**src/hdl/fractal_hash_noise_height_top_assert.svh**
```systemverilog
// assertion macros for the fractal height top level
// expects clk and arst_n in the scope that includes this file
`ifndef FRACTAL_HASH_NOISE_HEIGHT_TOP_ASSERT_SVH
`define FRACTAL_HASH_NOISE_HEIGHT_TOP_ASSERT_SVH

// same-cycle implication
`define FHNH_ASSERT_IMP(lbl, ante, cons, msg) \
	lbl: assert property (@(posedge clk) disable iff (!arst_n) (ante) |-> (cons)) \
		else $error(msg);

// implication after a fixed number of cycles
`define FHNH_ASSERT_DLY(lbl, ante, dly, cons, msg) \
	lbl: assert property (@(posedge clk) disable iff (!arst_n) (ante) |-> ##dly (cons)) \
		else $error(msg);

`endif

```
**src/hdl/fhnh_pkg.sv**
```systemverilog
// shared types, constants and register codes of the fractal height block
// no dependencies
`default_nettype none

package fhnh_pkg;

	localparam int OCTAVES = 4;
	localparam int MAP_DIM = 4096;

	localparam int TILE_W  = 12;
	localparam int CODE_W  = 16;
	localparam int Q16_W   = 16;
	localparam int SEED_W  = 64;
	localparam int WIDTH_W = 13;
	localparam int ADDR_W  = 24;
	localparam int DIM_W   = 17;
	localparam int FRAC_W  = 8;
	localparam int NOISE_W = 32;

	// sample coordinate carried pre-shifted by the octave index
	localparam int XS_W  = TILE_W + Q16_W + OCTAVES;
	localparam int CX_W  = XS_W - FRAC_W;
	localparam int ACC_W = NOISE_W + OCTAVES;

	// hash constants
	localparam logic [SEED_W-1:0] KEY_X         = 64'h9E3779B185EBCA87;
	localparam logic [SEED_W-1:0] KEY_Y         = 64'hC2B2AE3D27D4EB4F;
	localparam logic [SEED_W-1:0] FMIX_C1       = 64'hFF51AFD7ED558CCD;
	localparam logic [SEED_W-1:0] FMIX_C2       = 64'hC4CEB9FE1A85EC53;
	localparam logic [SEED_W-1:0] OCT_SEED_STEP = 64'h9E37;
	localparam int FMIX_SH = 33;

	// scaling: weight sum, bias and reciprocal of the weight sum
	localparam int NSUM     = (1 << OCTAVES) - 1;
	localparam int BIAS_SH  = Q16_W + 1;
	localparam int PROD_W   = ACC_W + Q16_W;
	localparam int V_W      = ACC_W + Q16_W + 2;
	localparam int Q_W      = V_W - NOISE_W;
	localparam int RECIP_SH = Q_W + OCTAVES;
	localparam int RECIP_W  = Q_W + 2;
	localparam int F_W      = Q_W + RECIP_W - RECIP_SH;
	localparam logic [RECIP_W-1:0] RECIP =
		RECIP_W'(((longint'(1) << RECIP_SH) + longint'(NSUM) - longint'(1)) / longint'(NSUM));

	// latency
	localparam int FRONT_LAT = 2;
	localparam int CELL_LAT  = 7;
	localparam int SCALE_LAT = 4;
	localparam int PIPE_LAT  = FRONT_LAT + OCTAVES * CELL_LAT + SCALE_LAT;

	// register indexes
	localparam int CFG_IDX_W = 3;
	localparam logic [CFG_IDX_W-1:0] REG_NOISE_SEED = CFG_IDX_W'(0);
	localparam logic [CFG_IDX_W-1:0] REG_REGION_ID  = CFG_IDX_W'(1);
	localparam logic [CFG_IDX_W-1:0] REG_ROUGHNESS  = CFG_IDX_W'(2);
	localparam logic [CFG_IDX_W-1:0] REG_BASE_LEVEL = CFG_IDX_W'(3);
	localparam logic [CFG_IDX_W-1:0] REG_SPREAD     = CFG_IDX_W'(4);
	localparam logic [CFG_IDX_W-1:0] REG_MAP_WIDTH  = CFG_IDX_W'(5);

	typedef struct packed {
		logic [TILE_W-1:0] tile_x;
		logic [TILE_W-1:0] tile_y;
		logic [CODE_W-1:0] palette_code;
	} tile_t;

	typedef struct packed {
		logic              write_height;
		logic [Q16_W-1:0]  height;
		logic [ADDR_W-1:0] tile_address;
	} result_t;

	typedef struct packed {
		logic [SEED_W-1:0]  noise_seed;
		logic [CODE_W-1:0]  region_id;
		logic [Q16_W-1:0]   roughness;
		logic [Q16_W-1:0]   base_level;
		logic [Q16_W-1:0]   spread;
		logic [WIDTH_W-1:0] map_width;
	} cfg_t;

	localparam cfg_t CFG_RESET = '{
		noise_seed: '0,
		region_id:  '0,
		roughness:  16'd256,
		base_level: 16'd26214,
		spread:     16'd6554,
		map_width:  13'd4096
	};

	// word handed from cell to cell
	typedef struct packed {
		logic              hit;
		logic [ADDR_W-1:0] addr;
		logic [XS_W-1:0]   xs;
		logic [XS_W-1:0]   ys;
		logic [ACC_W-1:0]  acc;
	} cell_word_t;

endpackage

`default_nettype wire

```
**src/hdl/fhnh_scale.sv**
```systemverilog
// output stage: centres and scales the octave sum, divides by the weight sum
// and clamps; depends on fhnh_pkg
`default_nettype none

module fhnh_scale import fhnh_pkg::*; (
	input  logic             clk,
	input  logic             arst_n,
	input  logic             vld_in,
	input  cell_word_t       word_in,
	input  logic [Q16_W-1:0] base_level,
	input  logic [Q16_W-1:0] spread,
	output logic             done,
	output result_t          result
);

	localparam int SPAN_W = BIAS_SH + 2;
	localparam int BMUL_W = SPAN_W + OCTAVES;
	localparam logic [F_W:0] LVL_OFFSET = (F_W+1)'(1) << BIAS_SH;

	logic vld_s1, vld_s2, vld_s3, vld_s4;
	logic hit_s1, hit_s2, hit_s3;
	logic [ADDR_W-1:0] addr_s1, addr_s2, addr_s3;

	logic [PROD_W-1:0]        prod_s1;
	logic [Q_W-1:0]           v_s2;
	logic [Q_W+RECIP_W-1:0]   qq_s3;
	result_t                  result_s4;

	logic [SPAN_W-1:0] span;
	logic [BMUL_W-1:0] bias_mul;
	logic [V_W-1:0]    bias;
	logic [V_W-1:0]    vsum;
	logic [F_W-1:0]    f;
	logic [F_W:0]      lvl;
	logic [F_W:0]      above;
	logic [Q16_W-1:0]  clamped;

	always_comb begin
		// bias keeps the centred product non-negative ahead of the floor divide
		span     = (SPAN_W'(1) << (BIAS_SH + 1)) - SPAN_W'(spread);
		bias_mul = BMUL_W'(span) * BMUL_W'(NSUM);
		bias     = V_W'(bias_mul) << (NOISE_W - 1);
		vsum     = V_W'(prod_s1) + bias;

		f     = qq_s3[RECIP_SH +: F_W];
		lvl   = (F_W+1)'(base_level) + (F_W+1)'(f);
		above = lvl - LVL_OFFSET;
		if (lvl < LVL_OFFSET) begin
			clamped = '0;
		end else if (above[F_W:Q16_W] != '0) begin
			clamped = '1;
		end else begin
			clamped = above[Q16_W-1:0];
		end
	end

	always_ff @(posedge clk or negedge arst_n) begin
		if (!arst_n) begin
			vld_s1 <= 1'b0;
			vld_s2 <= 1'b0;
			vld_s3 <= 1'b0;
			vld_s4 <= 1'b0;
		end else begin
			vld_s1 <= vld_in;
			vld_s2 <= vld_s1;
			vld_s3 <= vld_s2;
			vld_s4 <= vld_s3;
		end
	end

	always_ff @(posedge clk) begin
		prod_s1 <= word_in.acc * spread;
		hit_s1  <= word_in.hit;
		addr_s1 <= word_in.addr;

		v_s2    <= vsum[V_W-1:NOISE_W];
		hit_s2  <= hit_s1;
		addr_s2 <= addr_s1;

		// floor divide by the weight sum through its reciprocal
		qq_s3   <= v_s2 * RECIP;
		hit_s3  <= hit_s2;
		addr_s3 <= addr_s2;

		if (hit_s3) begin
			result_s4.write_height <= 1'b1;
			result_s4.height       <= clamped;
			result_s4.tile_address <= addr_s3;
		end else begin
			result_s4 <= '0;
		end
	end

	assign done   = vld_s4;
	assign result = result_s4;

endmodule

`default_nettype wire
```
**config.mk**
```make
export PLATFORM = sky130hd
export DESIGN_NAME = fhnh_scale
export DESIGN_NICKNAME = d
export VERILOG_FILES = /design/src/hdl/fractal_hash_noise_height_top_assert.svh /design/src/hdl/fhnh_pkg.sv /design/src/hdl/fhnh_scale.sv
export SDC_FILE = /design/constraint.sdc
export NUM_CORES = 2
export LEC_CHECK = 0
export BUFFER_PORTS_ARGS = -buffer_cell sky130_fd_sc_hd__buf_2
export CORE_MARGIN = 4
export CORE_UTILIZATION = 30
export DETAILED_ROUTE_END_ITERATION = 8
export REMOVE_ABC_BUFFERS = 1
export SETUP_SLACK_MARGIN = 0.1
export SLEW_MARGIN = 20
export SYNTH_ARGS = -nofsm -noshare
export SYNTH_HDL_FRONTEND = slang
export SYNTH_SLANG_ARGS = --single-unit
```
**constraint.sdc**
```tcl
create_clock -name clk -period 6.85 [get_ports clk]
set_input_delay 1.37 -clock clk [delete_from_list [all_inputs] [get_ports clk]]
set_output_delay 1.37 -clock clk [all_outputs]
set_load 0.1 [all_outputs]
```
==> run summary <==
Starting Density -> 0.303
Worst Max-Slew Pin Slew -> 0.705 ns
Clock Path Buffers -> 2
Clk slew on worst S/H paths -> 0.07 ns
GRT met2 Usage -> 0.248
Compound-gate portion of the synthesized area -> 0.0624
# fillers -> 9535
Row count -> 114
Post-synthesis adder-cell area fraction -> 0.541
Die area -> 103000 um2
GR Layer Usage met3 -> 0.0162
Area growth syn-to-layout -> 24.8%
Fmax -> 148 MHz
Most Crowded Layer GR -> met2
Synth Cell Area -> 29300 um2
Synthesized area per cell -> 9.37 um2
Slew Viols, Final -> 0
Final wirelength -> 69.4 mm
Cell count after placement -> 4781
Synth Area in Simple Gates -> 0.139
Top_reg_cell synth -> dfxtp_1
Hold Buf Count CTS -> 0
Drt pass-1 iters -> 5
Layout cells sized above 1 -> 0.212
Clk sinks -> 182
Clk_lat worst skew -> 0.45 ns
Slew HR -> 0.530
Largest net degree at the start of global routing -> 36
Async set or reset register ratio after synthesis -> 0.0220
Worst clock skew -> 0.00877 ns
H-tree lvl count -> 4
Vias per inst -> 4.43
Clk Tree Root Cell -> clkbuf_16
GPL Wtd Cong -> 0.838
Largest family of logic cells by synthesized area -> adder cells
Seq cells post-synth -> 182
Final hold vios -> 0
Ports -> 202
RSZ-0062 raised after global routing -> yes
Via count -> 21500
Initial antenna violation count -> 0
Die W -> 321 um
Drt wl/cell -> 14.3 um
Crit-path cells -> buf_12 > buf_16 > and2_4 > fa_1 > inv_2 > fa_2 > fa_1 > inv_2 > fa_2 > fa_1 > fa_1 > ha_4 > and4_4 > buf_6 > a31o_4 > a221oi_4 > o31ai_4 > a2bb2oi_2 > buf_4 > o21ai_4 > a21oi_2 > buf_4 > a31oi_4 > xor2_1
GR Util met1 -> 0.183
Mux contribution to synthesized area -> 0.000683
Crit end category -> flop
Crit path max fanout -> 5
XOR/XNOR Fraction of Synth Area -> 0.0308
GR Overflow Total -> 0
Final net count -> 4650
Slowest CP cell -> fa_1
Diode count -> 0
Final setup margin -> 0.113 ns
TritonCTS clock tree -> built
Vias in the first global route -> 23400
Final min period -> 6.74 ns
ANT nets after route -> 0
Result of the run -> finished clean
Kind of critical path -> in2reg
Non-filler instance count after layout -> 4855
Drt initial violations -> 761
Tcrit/Tclk final -> 0.984
Post-synthesis sequential area ratio -> 0.125
Worst Setup Start Kind -> primary input
Hold Crit Class -> reg2reg
Mapped Cells -> 3127
Die H -> 321 um
Ys Warns -> 0
Input/output buffers -> 137
Yosys cell types -> 70
CP most frequent cell -> fa_1
Number of CTS-inserted buffers -> 17
Crit path required time -> 7.20 ns
First-pass GRT wire length -> 117 mm
Core Box Area -> 96900 um2
CP max stage delay -> 0.62 ns
Final HPWL DP -> 58.1 mm
Total GRT Usage -> 0.139
Arrival time worst endpoint -> 7.08 ns
Setup violations, final -> 0
Pre-CTS setup slack -> -0.918 ns
DRC -> 0
Max-Cap Viols -> 0
Post-synth EDFFs -> 0
repair_timing:
action | 4_1_cts | 5_1_grt
buffers inserted | 18 | 20
gates cloned | 4 | 1
endpoints found under the setup margin | 21 | 23
gates resized for setup | 174 | 198
pin swaps | 65 | 146
metrics by stage:
stage	hold slack (ns)	setup TNS, ns	cell area (um2)	util
final	0.322	0	36600	0.378
after global routing	0.325	-0.234	36600	0.378
after CTS	0.321	0	35500	0.367
after detailed placement	0.312	-15.61	34000	0.351
after global placement	0.310	-15.03	34000	0.351
after floorplan	0.310	0	28900	-
area by class of cell:
cell class	count	area (um2)	area share
Sequential cell	182	3660	0.100
Inverter	680	2550	0.0699
Multi-Input combinational cell	2157	23700	0.648
Timing Repair Buffer	528	4460	0.122
Clock buffer	18	429	0.0117
Clock inverter	14	159	0.00435
Tap cell	1276	1600	0.0437
cell families (layout without fill, tap and decap cells):
family | after synthesis | in the layout
adder cells (fa/ha/maj) | 924 | 924
AND/OR/NAND/NOR | 839 | 839
buffers and inverters | 788 | 1240
AO/OA/AOI/OAI | 289 | 289
flip-flops | 182 | 182
XOR/XNOR | 103 | 103
multiplexers | 2 | 2
registers in the layout, indices dropped and copies added, names as in the netlist, 19 cells and up:
| register | flops |
|---|---|
| result | 41 |
| addr_s1 | 24 |
| addr_s3 | 24 |
| qq_s3 | 19 |
| v_s2 | 22 |
| addr_s2 | 24 |
| prod_s1 | 21 |
path summary, 6_finish.rpt:
| check | from | to | slack, ns | depth (start not counted) |
|---|---|---|---|---|
| hold reg to reg | addr_s1[14] | addr_s2[14] | 0.32 | 0 |
| min in group asynchronous | arst_n | vld_s3 | 0.71 | 1 |
| max in group asynchronous | arst_n | vld_s2 | 6.02 | 1 |
| hold / removal | addr_s1[14] | addr_s2[14] | 0.32 | 0 |
| setup reg to reg | v_s2[19] | qq_s3[41] | 1.14 | 19 |
| setup / recovery | spread[5] | prod_s1[41] | 0.11 | 24 |
cells in the mapped netlist, types with 2 or more instances:
master       n  share of area
or3_1        9         0.0019
dfrtp_1      4         0.0034
a2111oi_0    2        0.00060
a21o_1      37         0.0095
or2_2        4        0.00085
a31oi_1     12         0.0026
nand4_1     14         0.0030
nor2_1      65         0.0083
and2_1     258          0.055
o21a_1      12         0.0031
mux2i_1      2        0.00068
o31ai_1      3        0.00077
o21bai_1     9         0.0023
clkbuf_1    99          0.013
nand3b_1     2        0.00051
nand3_1     19         0.0032
buf_1        7        0.00090
a31o_2       3        0.00090
o2111ai_1    2        0.00060
a211oi_1    11         0.0028
inv_1      680          0.087
ha_1       353           0.15
a221oi_1     4         0.0012
nand2_1    394          0.050
o311ai_1     2        0.00060
nor2b_1     11         0.0023
and3_1       8         0.0017
xor2_1      41          0.012
and4_1       2        0.00060
xnor2_1     62          0.019
nor4_1       4        0.00085
o211ai_1     8         0.0020
nand4b_1     3        0.00090
nand2b_1    16         0.0034
o311ai_0     2        0.00060
nor3_1      22         0.0038
a21oi_1    101          0.017
fa_1       571           0.39
o41ai_1      4         0.0012
o21ai_0     57         0.0097
o21ai_1      2        0.00034
dfxtp_1    178           0.12
cells in the final DEF (no fill, tap or decap), drive strengths merged, types with 12 or more instances in the layout:
cell / n
inv: 687
fa: 571
buf: 526
nand2: 394
ha: 353
and2: 258
dfxtp: 178
a21oi: 102
nor2: 65
xnor2: 62
o21ai: 59
xor2: 41
a21o: 38
nor3: 23
nand3: 19
clkbuf: 19
nand2b: 16
nand4: 14
o21a: 12
a31oi: 12
layer usage:
| metal | vias to the layer above | routed length [um] |
|---|---|---|
| met1 | 10700 | 30800 |
| met2 | 357 | 34800 |
| met4 | 0 | 1060 |
| met5 | - | 0 |
| li1 | 10400 | - |
| met3 | 78 | 2690 |
critical path, delay by kind of cell:
kind                     cells  cell delay, ns
adder cells (fa/ha/maj)      7            3.28
AO/OA/AOI/OAI                7            1.11
AND/OR/NAND/NOR              2            0.33
buffers and inverters        7            0.80
XOR/XNOR                     1            0.16
Power is not shown: default switching activity piles up to over one toggle a cycle in this logic, so the estimate is an artifact.
