File: src/hdl/fractal_hash_noise_height_top_assert.svh
// assertion macros for the fractal height top level
// expects clk and arst_n in the scope that includes this file
`ifndef FRACTAL_HASH_NOISE_HEIGHT_TOP_ASSERT_SVH
`define FRACTAL_HASH_NOISE_HEIGHT_TOP_ASSERT_SVH

// same-cycle implication
`define FHNH_ASSERT_IMP(lbl, ante, cons, msg) \
	lbl: assert property (@(posedge clk) disable iff (!arst_n) (ante) |-> (cons)) \
		else $error(msg);

// implication after a fixed number of cycles
`define FHNH_ASSERT_DLY(lbl, ante, dly, cons, msg) \
	lbl: assert property (@(posedge clk) disable iff (!arst_n) (ante) |-> ##dly (cons)) \
		else $error(msg);

`endif

File: src/hdl/fhnh_pkg.sv
// shared types, constants and register codes of the fractal height block
// no dependencies
`default_nettype none

package fhnh_pkg;

	localparam int OCTAVES = 4;
	localparam int MAP_DIM = 4096;

	localparam int TILE_W  = 12;
	localparam int CODE_W  = 16;
	localparam int Q16_W   = 16;
	localparam int SEED_W  = 64;
	localparam int WIDTH_W = 13;
	localparam int ADDR_W  = 24;
	localparam int DIM_W   = 17;
	localparam int FRAC_W  = 8;
	localparam int NOISE_W = 32;

	// sample coordinate carried pre-shifted by the octave index
	localparam int XS_W  = TILE_W + Q16_W + OCTAVES;
	localparam int CX_W  = XS_W - FRAC_W;
	localparam int ACC_W = NOISE_W + OCTAVES;

	// hash constants
	localparam logic [SEED_W-1:0] KEY_X         = 64'h9E3779B185EBCA87;
	localparam logic [SEED_W-1:0] KEY_Y         = 64'hC2B2AE3D27D4EB4F;
	localparam logic [SEED_W-1:0] FMIX_C1       = 64'hFF51AFD7ED558CCD;
	localparam logic [SEED_W-1:0] FMIX_C2       = 64'hC4CEB9FE1A85EC53;
	localparam logic [SEED_W-1:0] OCT_SEED_STEP = 64'h9E37;
	localparam int FMIX_SH = 33;

	// scaling: weight sum, bias and reciprocal of the weight sum
	localparam int NSUM     = (1 << OCTAVES) - 1;
	localparam int BIAS_SH  = Q16_W + 1;
	localparam int PROD_W   = ACC_W + Q16_W;
	localparam int V_W      = ACC_W + Q16_W + 2;
	localparam int Q_W      = V_W - NOISE_W;
	localparam int RECIP_SH = Q_W + OCTAVES;
	localparam int RECIP_W  = Q_W + 2;
	localparam int F_W      = Q_W + RECIP_W - RECIP_SH;
	localparam logic [RECIP_W-1:0] RECIP =
		RECIP_W'(((longint'(1) << RECIP_SH) + longint'(NSUM) - longint'(1)) / longint'(NSUM));

	// latency
	localparam int FRONT_LAT = 2;
	localparam int CELL_LAT  = 7;
	localparam int SCALE_LAT = 4;
	localparam int PIPE_LAT  = FRONT_LAT + OCTAVES * CELL_LAT + SCALE_LAT;

	// register indexes
	localparam int CFG_IDX_W = 3;
	localparam logic [CFG_IDX_W-1:0] REG_NOISE_SEED = CFG_IDX_W'(0);
	localparam logic [CFG_IDX_W-1:0] REG_REGION_ID  = CFG_IDX_W'(1);
	localparam logic [CFG_IDX_W-1:0] REG_ROUGHNESS  = CFG_IDX_W'(2);
	localparam logic [CFG_IDX_W-1:0] REG_BASE_LEVEL = CFG_IDX_W'(3);
	localparam logic [CFG_IDX_W-1:0] REG_SPREAD     = CFG_IDX_W'(4);
	localparam logic [CFG_IDX_W-1:0] REG_MAP_WIDTH  = CFG_IDX_W'(5);

	typedef struct packed {
		logic [TILE_W-1:0] tile_x;
		logic [TILE_W-1:0] tile_y;
		logic [CODE_W-1:0] palette_code;
	} tile_t;

	typedef struct packed {
		logic              write_height;
		logic [Q16_W-1:0]  height;
		logic [ADDR_W-1:0] tile_address;
	} result_t;

	typedef struct packed {
		logic [SEED_W-1:0]  noise_seed;
		logic [CODE_W-1:0]  region_id;
		logic [Q16_W-1:0]   roughness;
		logic [Q16_W-1:0]   base_level;
		logic [Q16_W-1:0]   spread;
		logic [WIDTH_W-1:0] map_width;
	} cfg_t;

	localparam cfg_t CFG_RESET = '{
		noise_seed: '0,
		region_id:  '0,
		roughness:  16'd256,
		base_level: 16'd26214,
		spread:     16'd6554,
		map_width:  13'd4096
	};

	// word handed from cell to cell
	typedef struct packed {
		logic              hit;
		logic [ADDR_W-1:0] addr;
		logic [XS_W-1:0]   xs;
		logic [XS_W-1:0]   ys;
		logic [ACC_W-1:0]  acc;
	} cell_word_t;

endpackage

`default_nettype wire

File: src/hdl/fhnh_front.sv
// input stage: region match, roughness products and tile address
// depends on fhnh_pkg
`default_nettype none

module fhnh_front import fhnh_pkg::*; (
	input  logic       clk,
	input  logic       arst_n,
	input  logic       take,
	input  tile_t      tile,
	input  cfg_t       cfg,
	output logic       vld,
	output cell_word_t word
);

	localparam int XR_W = TILE_W + Q16_W;
	localparam int YW_W = TILE_W + WIDTH_W;

	logic            vld_s1;
	logic            vld_s2;
	logic [XR_W-1:0] xr_s1;
	logic [XR_W-1:0] yr_s1;
	logic [YW_W-1:0] yw_s1;
	logic [TILE_W-1:0] x_s1;
	logic            hit_s1;
	cell_word_t      word_s2;

	logic code_match;
	logic x_inside;
	logic y_inside;
	logic hit_c;

	always_comb begin
		// code minus two equals region; ids near the top never match
		code_match = ({1'b0, tile.palette_code} == ({1'b0, cfg.region_id} + (CODE_W+1)'(2)));
		x_inside   = ({{(WIDTH_W-TILE_W){1'b0}}, tile.tile_x} < cfg.map_width);
		y_inside   = (DIM_W'(tile.tile_y) < DIM_W'(MAP_DIM));
		hit_c      = code_match && (cfg.noise_seed != '0) && x_inside && y_inside;
	end

	always_ff @(posedge clk or negedge arst_n) begin
		if (!arst_n) begin
			vld_s1 <= 1'b0;
			vld_s2 <= 1'b0;
		end else begin
			vld_s1 <= take;
			vld_s2 <= vld_s1;
		end
	end

	always_ff @(posedge clk) begin
		xr_s1  <= tile.tile_x * cfg.roughness;
		yr_s1  <= tile.tile_y * cfg.roughness;
		yw_s1  <= tile.tile_y * cfg.map_width;
		x_s1   <= tile.tile_x;
		hit_s1 <= hit_c;

		word_s2.hit  <= hit_s1;
		word_s2.addr <= ADDR_W'({1'b0, yw_s1} + (YW_W+1)'(x_s1));
		word_s2.xs   <= XS_W'(xr_s1);
		word_s2.ys   <= XS_W'(yr_s1);
		word_s2.acc  <= '0;
	end

	assign vld  = vld_s2;
	assign word = word_s2;

endmodule

`default_nettype wire

File: config.mk
export PLATFORM = sky130hd
export DESIGN_NAME = fhnh_front
export DESIGN_NICKNAME = d
export VERILOG_FILES = /design/src/hdl/fractal_hash_noise_height_top_assert.svh /design/src/hdl/fhnh_pkg.sv /design/src/hdl/fhnh_front.sv
export SDC_FILE = /design/constraint.sdc
export NUM_CORES = 1
export LEC_CHECK = 0
export BUFFER_PORTS_ARGS = -buffer_cell sky130_fd_sc_hd__buf_2
export CAP_MARGIN = 10
export CORE_MARGIN = 5
export CORE_UTILIZATION = 39
export DETAILED_ROUTE_END_ITERATION = 6
export PLACE_DENSITY = 0.69
export SKIP_LAST_GASP = 1
export SYNTH_ARGS = -nofsm -noshare
export SYNTH_HDL_FRONTEND = slang
export SYNTH_SLANG_ARGS = --single-unit
File: constraint.sdc
create_clock -name clk -period 2.3 [get_ports clk]
set_input_delay 0.23 -clock clk [delete_from_list [all_inputs] [get_ports clk]]
set_output_delay 0.23 -clock clk [all_outputs]
set_load 0.02 [all_outputs]
==> results.txt, run 1 <==
Wirelength per Cell: 15.2 um
Avg Cell Area, Syn: 8.96 um2
Post-synth EDFFs: 0
Pleak: 15.8 nW
HP Class: in -> async
Crit Path Max Fanout: 7
Setup violations, final: 71
status: finished with violations
type of origin of the critical path: input pin
Clock Skew: 0.0136 ns
IO Port Bufs: 233
Initial Util: 0.394
routed vias: 18,750
CTS Buffer Depth: 2
most common cell in the synthesized netlist: inv_1
initial drt markers: 697
# nets final: 3,945
Worst path most repeated cell: fa_1
CTS Sinks: 176
final wirelength: 59,900 um
final cell count without fillers: 3,933
register area share after synthesis: 0.155
violated checks: setup timing
routability congestion estimate: 0.881
P&R area growth vs syn: 36.7%
die area: 63,400 um2
Placed Cells: 3,799
Slew Limit Fails: 0
CP cell instances: buf_12 > and2_4 > fa_1 > fa_1 > fa_1 > fa_1 > inv_2 > fa_1 > inv_2 > ha_4 > a21o_1 > or4_1 > o22a_2 > o31a_4 > o31ai_4 > a31oi_1 > xor2_1
H-tree depth: 4
Tcrit/Tclk final: 2.02
top cells by instance count after synthesis: 542 x inv_1, 392 x nand2_1, 390 x fa_1
WP data arrival: 5.00 ns
unrepaired setup endpoints after global routing: true
CP Capture Type: flop
antenna fix cells: 0
CP top delay family: adder cells
WP data required: 2.66 ns
Synth Flop Type: dfxtp_1
flops & latches, synth: 176
die height: 252 um
main area contributors after synthesis: fa_1 34%, dfxtp_1 15%, ha_1 12%, inv_1 8.9%, nand2_1 6.5%
Final Hold Viols: 0
grt ovf: 0
Synth warnings: 0
Crit-path slowest cell: fa_1
Setup CP Type: in -> reg
vias in the first global route: 19,580
async set or reset register ratio after synthesis: 0.0114
die extent in x: 252 um
min Tclk post-route: 4.64 ns
DRT Pass-1 Iters: 6
core footprint: 57,800 um2
ANT nets after route: 0
CP Buf/Inv Count: 3
Root Buffer: clkbuf_16
first-pass GRT wire length: 95,600 um
CTS clk-pin slew, worst paths: 0.08 ns
final setup margin: -2.34 ns
r2r setup slk: -0.16 ns
io pins: 310
CTS tree: yes
Global Route met2 Usage: 0.337
slew margin rel.: 0.623
measured slew at the worst slew-check pin: 0.565 ns
Worst path max stage delay: 0.57 ns
VDD IR-drop max: 1.52 mV
Cell Pwr Density: 1550 nW/um2
initial antenna violation count: 3
Yosys top cell by area: fa_1
Post-DP HPWL: 48,800 um
max-cap violations: 0
largest net degree at the start of global routing: 21
Post-route DRC: 0
top cell type's share of synthesized area: 0.342
Row Count: 88
fmax: 0.216 GHz
synthesized cell area: 22,800 um2
global route hottest layer: met2
via/cell ratio: 4.77
TNS Setup: -111.53 ns
aggregate global-route resource usage: 0.188
clock latency on the worst-skew pair: 0.49 ns
CTS buffer count: 17
Cells after Synth: 2,543
share of layout cells above drive strength 1: 0.341
Cell variety after synth: 74
GR Layer Usage met3: 0.0467
M1 GR Usage: 0.221
## worst paths after layout
check                               from        end  cells past startpoint
min in group clk                tile[31]    x_s1[3]                      2
worst max-delay path             cfg[48]  xr_s1[24]                     17
worst min-delay path              arst_n     vld_s1                      2
max in group asynchronous         arst_n        vld                      2
worst min register to register  xr_s1[8]   word[76]                      0
worst max register to register  yw_s1[0]  word[120]                     11
## through the flow
| stage | area (um2) | worst slack, ns | util | total power [mW] | hold slack [ns] |
|---|---|---|---|---|---|
| after floorplan | 24700 | -2.57 | - | 28.0 | -0.0656 |
| after global placement | 28000 | -2.81 | 0.484 | 39.0 | 0.0151 |
| after detailed placement | 28000 | -2.88 | 0.484 | 39.6 | 0.0161 |
| after CTS | 30100 | -2.28 | 0.520 | 46.6 | 0.00623 |
| after global routing | 31200 | -2.39 | 0.539 | 53.0 | 0.0231 |
| final | 31200 | -2.34 | 0.539 | 48.2 | 0.0642 |
## layout by cell type, fill, tap and decap left out, types with 21 or more instances in the layout
cell     netlist  layout
nand2_2        0      30
nor2_1        47      35
buf_4         44     353
buf_2          0     195
xnor2_1       69      60
o21ai_0       39      21
ha_4           0      55
a21o_1        31      31
ha_1         216     153
conb_1         1      44
fa_2           0      28
fa_1         390     362
a21oi_2        1      25
buf_6          0      89
inv_2          0      72
and2_4         1      28
nand2_1      392     337
nand2_4        0      25
and2_1       187     160
a21oi_1       70      37
xor2_1        33      31
dfxtp_1      174     172
inv_1        542     470
## sequential cells by signal, indices dropped and copies added, names as in the netlist
name / cells
yw_s1: 24
vld: 1
hit_s1: 1
vld_s1: 1
yr_s1: 28
xr_s1: 28
x_s1: 12
word: 81
## routing by layer
layer / wire, um / vias up
li1: - / 8876
met1: 23700 / 9319
met2: 30900 / 458
met3: 3890 / 89
met4: 1400 / 8
met5: 47 / -
## area by class of cell
cell class | count | area [um2]
inverter | 542 | 2030
timing repair buffer | 688 | 5490
sequential | 176 | 3540
tap | 765 | 957
multi-input combinational | 1730 | 18500
fill | 5109 | 26600
clock inverter | 15 | 188
clock buffer | 17 | 425
## cell families (layout without fill, tap and decap cells)
logic type      Yosys count  in the layout  share of synthesized area
buf+inv                 680           1262                      0.119
flops                   176            176                      0.155
other cells               1             44                   0.000165
mux                       2              2                   0.000933
fa+ha+maj               606            606                      0.461
compound gates          236            236                     0.0703
xor+xnor                102            102                     0.0392
simple gates            740            740                      0.154
## what timing repair did
action / 4_1_cts / 5_1_grt
setup buffers: 72 / 46
resized for setup: 216 / 246
hold endpoints to repair: 8 / 1
cloned: 3 / 0
endpoints found under the setup margin: 73 / 75
hold buffers: 7 / 1
pin swaps: 135 / 167
## power by group
part	total (mW)	internal [mW]	leakage (nW)	switching (mW)
sequential	5.11	4.74	1.49	0.375
combinational	40.1	21.1	14.0	19.0
clock	2.94	1.47	0.294	1.47
Power figures use the tool's default switching activity.
==> run 2, diff against run 1 <==
--- a/config.mk
+++ b/config.mk
@@ -9,6 +9,7 @@
 export CAP_MARGIN = 10
 export CORE_MARGIN = 5
 export CORE_UTILIZATION = 39
+export CTS_BUF_LIST = sky130_fd_sc_hd__clkbuf_4 sky130_fd_sc_hd__clkbuf_8
 export DETAILED_ROUTE_END_ITERATION = 6
 export PLACE_DENSITY = 0.69
 export SKIP_LAST_GASP = 1
==> results.txt, run 2 (same netlist as run 1, synthesis figures left out) <==
Row Count: 88
final cell count without fillers: 3,971
clock latency on the worst-skew pair: 0.55 ns
routed vias: 18,940
Pleak: 15.9 nW
antenna fix cells: 0
aggregate global-route resource usage: 0.190
Design Power: 47.8 mW
CTS Buffer Depth: 2
HP Class: in -> reg
largest net degree at the start of global routing: 21
CTS Sinks: 176
commonest non-fill, non-tap cell in the layout: inv_1
WP data arrival: 5.04 ns
fmax: 0.220 GHz
TNS Setup: -108.31 ns
type of origin of the critical path: input pin
status: finished with violations
Setup violations, final: 68
WHS: 0.0867 ns
initial drt markers: 816
unrepaired setup endpoints after global routing: true
initial antenna violation count: 1
vias in the first global route: 19,734
Slew Limit Fails: 0
Placed Cells: 3,799
die extent in x: 252 um
max FFs per register: 81
Final Hold Viols: 0
die area: 63,400 um2
CTS clk-pin slew, worst paths: 0.11 ns
Cell Pwr Density: 1520 nW/um2
H-tree depth: 4
design area: 31,500 um2
grt ovf: 0
io pins: 310
final setup margin: -2.25 ns
max-cap violations: 0
min Tclk post-route: 4.55 ns
most frequent cells in the layout: 469 x inv_1, 358 x fa_1, 353 x buf_4
final wirelength: 61,300 um
IO Port Bufs: 233
CTS tree: yes
Clock Skew: 0.0192 ns
measured slew at the worst slew-check pin: 0.549 ns
routability congestion estimate: 0.881
Tcrit/Tclk final: 1.98
ANT nets after route: 0
WP data required: 2.79 ns
die height: 252 um
Post-route DRC: 0
Core Util, Final: 0.545
Initial Util: 0.394
Post-DP HPWL: 48,800 um
VDD IR-drop max: 1.55 mV
CTS buffer count: 17
Crit Path Max Fanout: 5
via/cell ratio: 4.77
P&R area growth vs syn: 38.2%
CP Capture Type: flop
Wirelength per Cell: 15.4 um
Root Buffer: clkbuf_8
# nets final: 3,983
first-pass GRT wire length: 97,100 um
core footprint: 57,800 um2
pre-CTS worst setup slack: -2.88 ns
Setup CP Type: in -> reg
DRT Pass-1 Iters: 5
slew margin rel.: 0.634
share of layout cells above drive strength 1: 0.349
placement-stage cell area: 28,000 um2
violated checks: setup timing
-- run 2: cell count changes in the layout (fill, tap and decap cells not counted), sizes merged --
cell / before / now
bufbuf: 1 / 2
dlygate4sd3: 8 / 14
buf: 677 / 708
-- run 2: final timing paths --
kind | from | cells past startpoint | to | slack [ns]
min reg2reg | xr_s1[8] | 0 | word[76] | 0.33
min | tile[31] | 3 | x_s1[3] | 0.09
max in group asynchronous | arst_n | 3 | vld_s1 | 1.63
max reg2reg | yw_s1[0] | 11 | word[120] | -0.03
min in group asynchronous | arst_n | 3 | vld | 0.55
max | tile[37] | 18 | xr_s1[25] | -2.25
-- run 2: critical path, stage by stage --
cell and delay, ns:
buf_12 0.12, buf_12 0.12, and2_4 0.15, fa_1 0.62, fa_1 0.47, fa_1 0.50, fa_1 0.53, inv_2 0.04
fa_1 0.51, inv_2 0.05, ha_4 0.24, and2_4 0.13, a221o_2 0.38, a31oi_4 0.23, a21oi_4 0.10, a221o_1 0.37
a21oi_2 0.13, xnor2_1 0.12
-- run 2: area by class of cell --
type	count	area, um2
Tap cell	765	957
Inverter	542	2030
Clock buffer	17	234
Timing Repair Buffer	726	6080
Fill cell	5033	26300
Multi-Input combinational cell	1730	18500
Sequential cell	176	3540
Clock inverter	15	188
-- run 2: report_power, final --
group          leakage [nW]  total [mW]  internal [mW]  switching (mW)
clock                 0.207        2.23          0.838            1.40
combinational          14.2        40.4           21.4            19.0
sequential             1.49        5.11           4.73           0.374
total                  15.9        47.8           27.0            20.8
-- run 2: what timing repair did --
action	CTS	global route
endpoints found under the hold margin	13	1
pin swaps	177	162
cloned	6	1
setup endpoints to repair	72	72
gates resized for setup	304	197
hold buffers	13	1
setup buffers	77	60
-- run 2: routing by layer --
metal | vias up | routed length (um) | global-route usage
met1 | 9384 | 23900 | 0.229
met4 | 2 | 1570 | 0.0525
met3 | 97 | 4280 | 0.0416
met5 | - | 7 | 0
li1 | 8946 | - | -
met2 | 511 | 31500 | 0.345
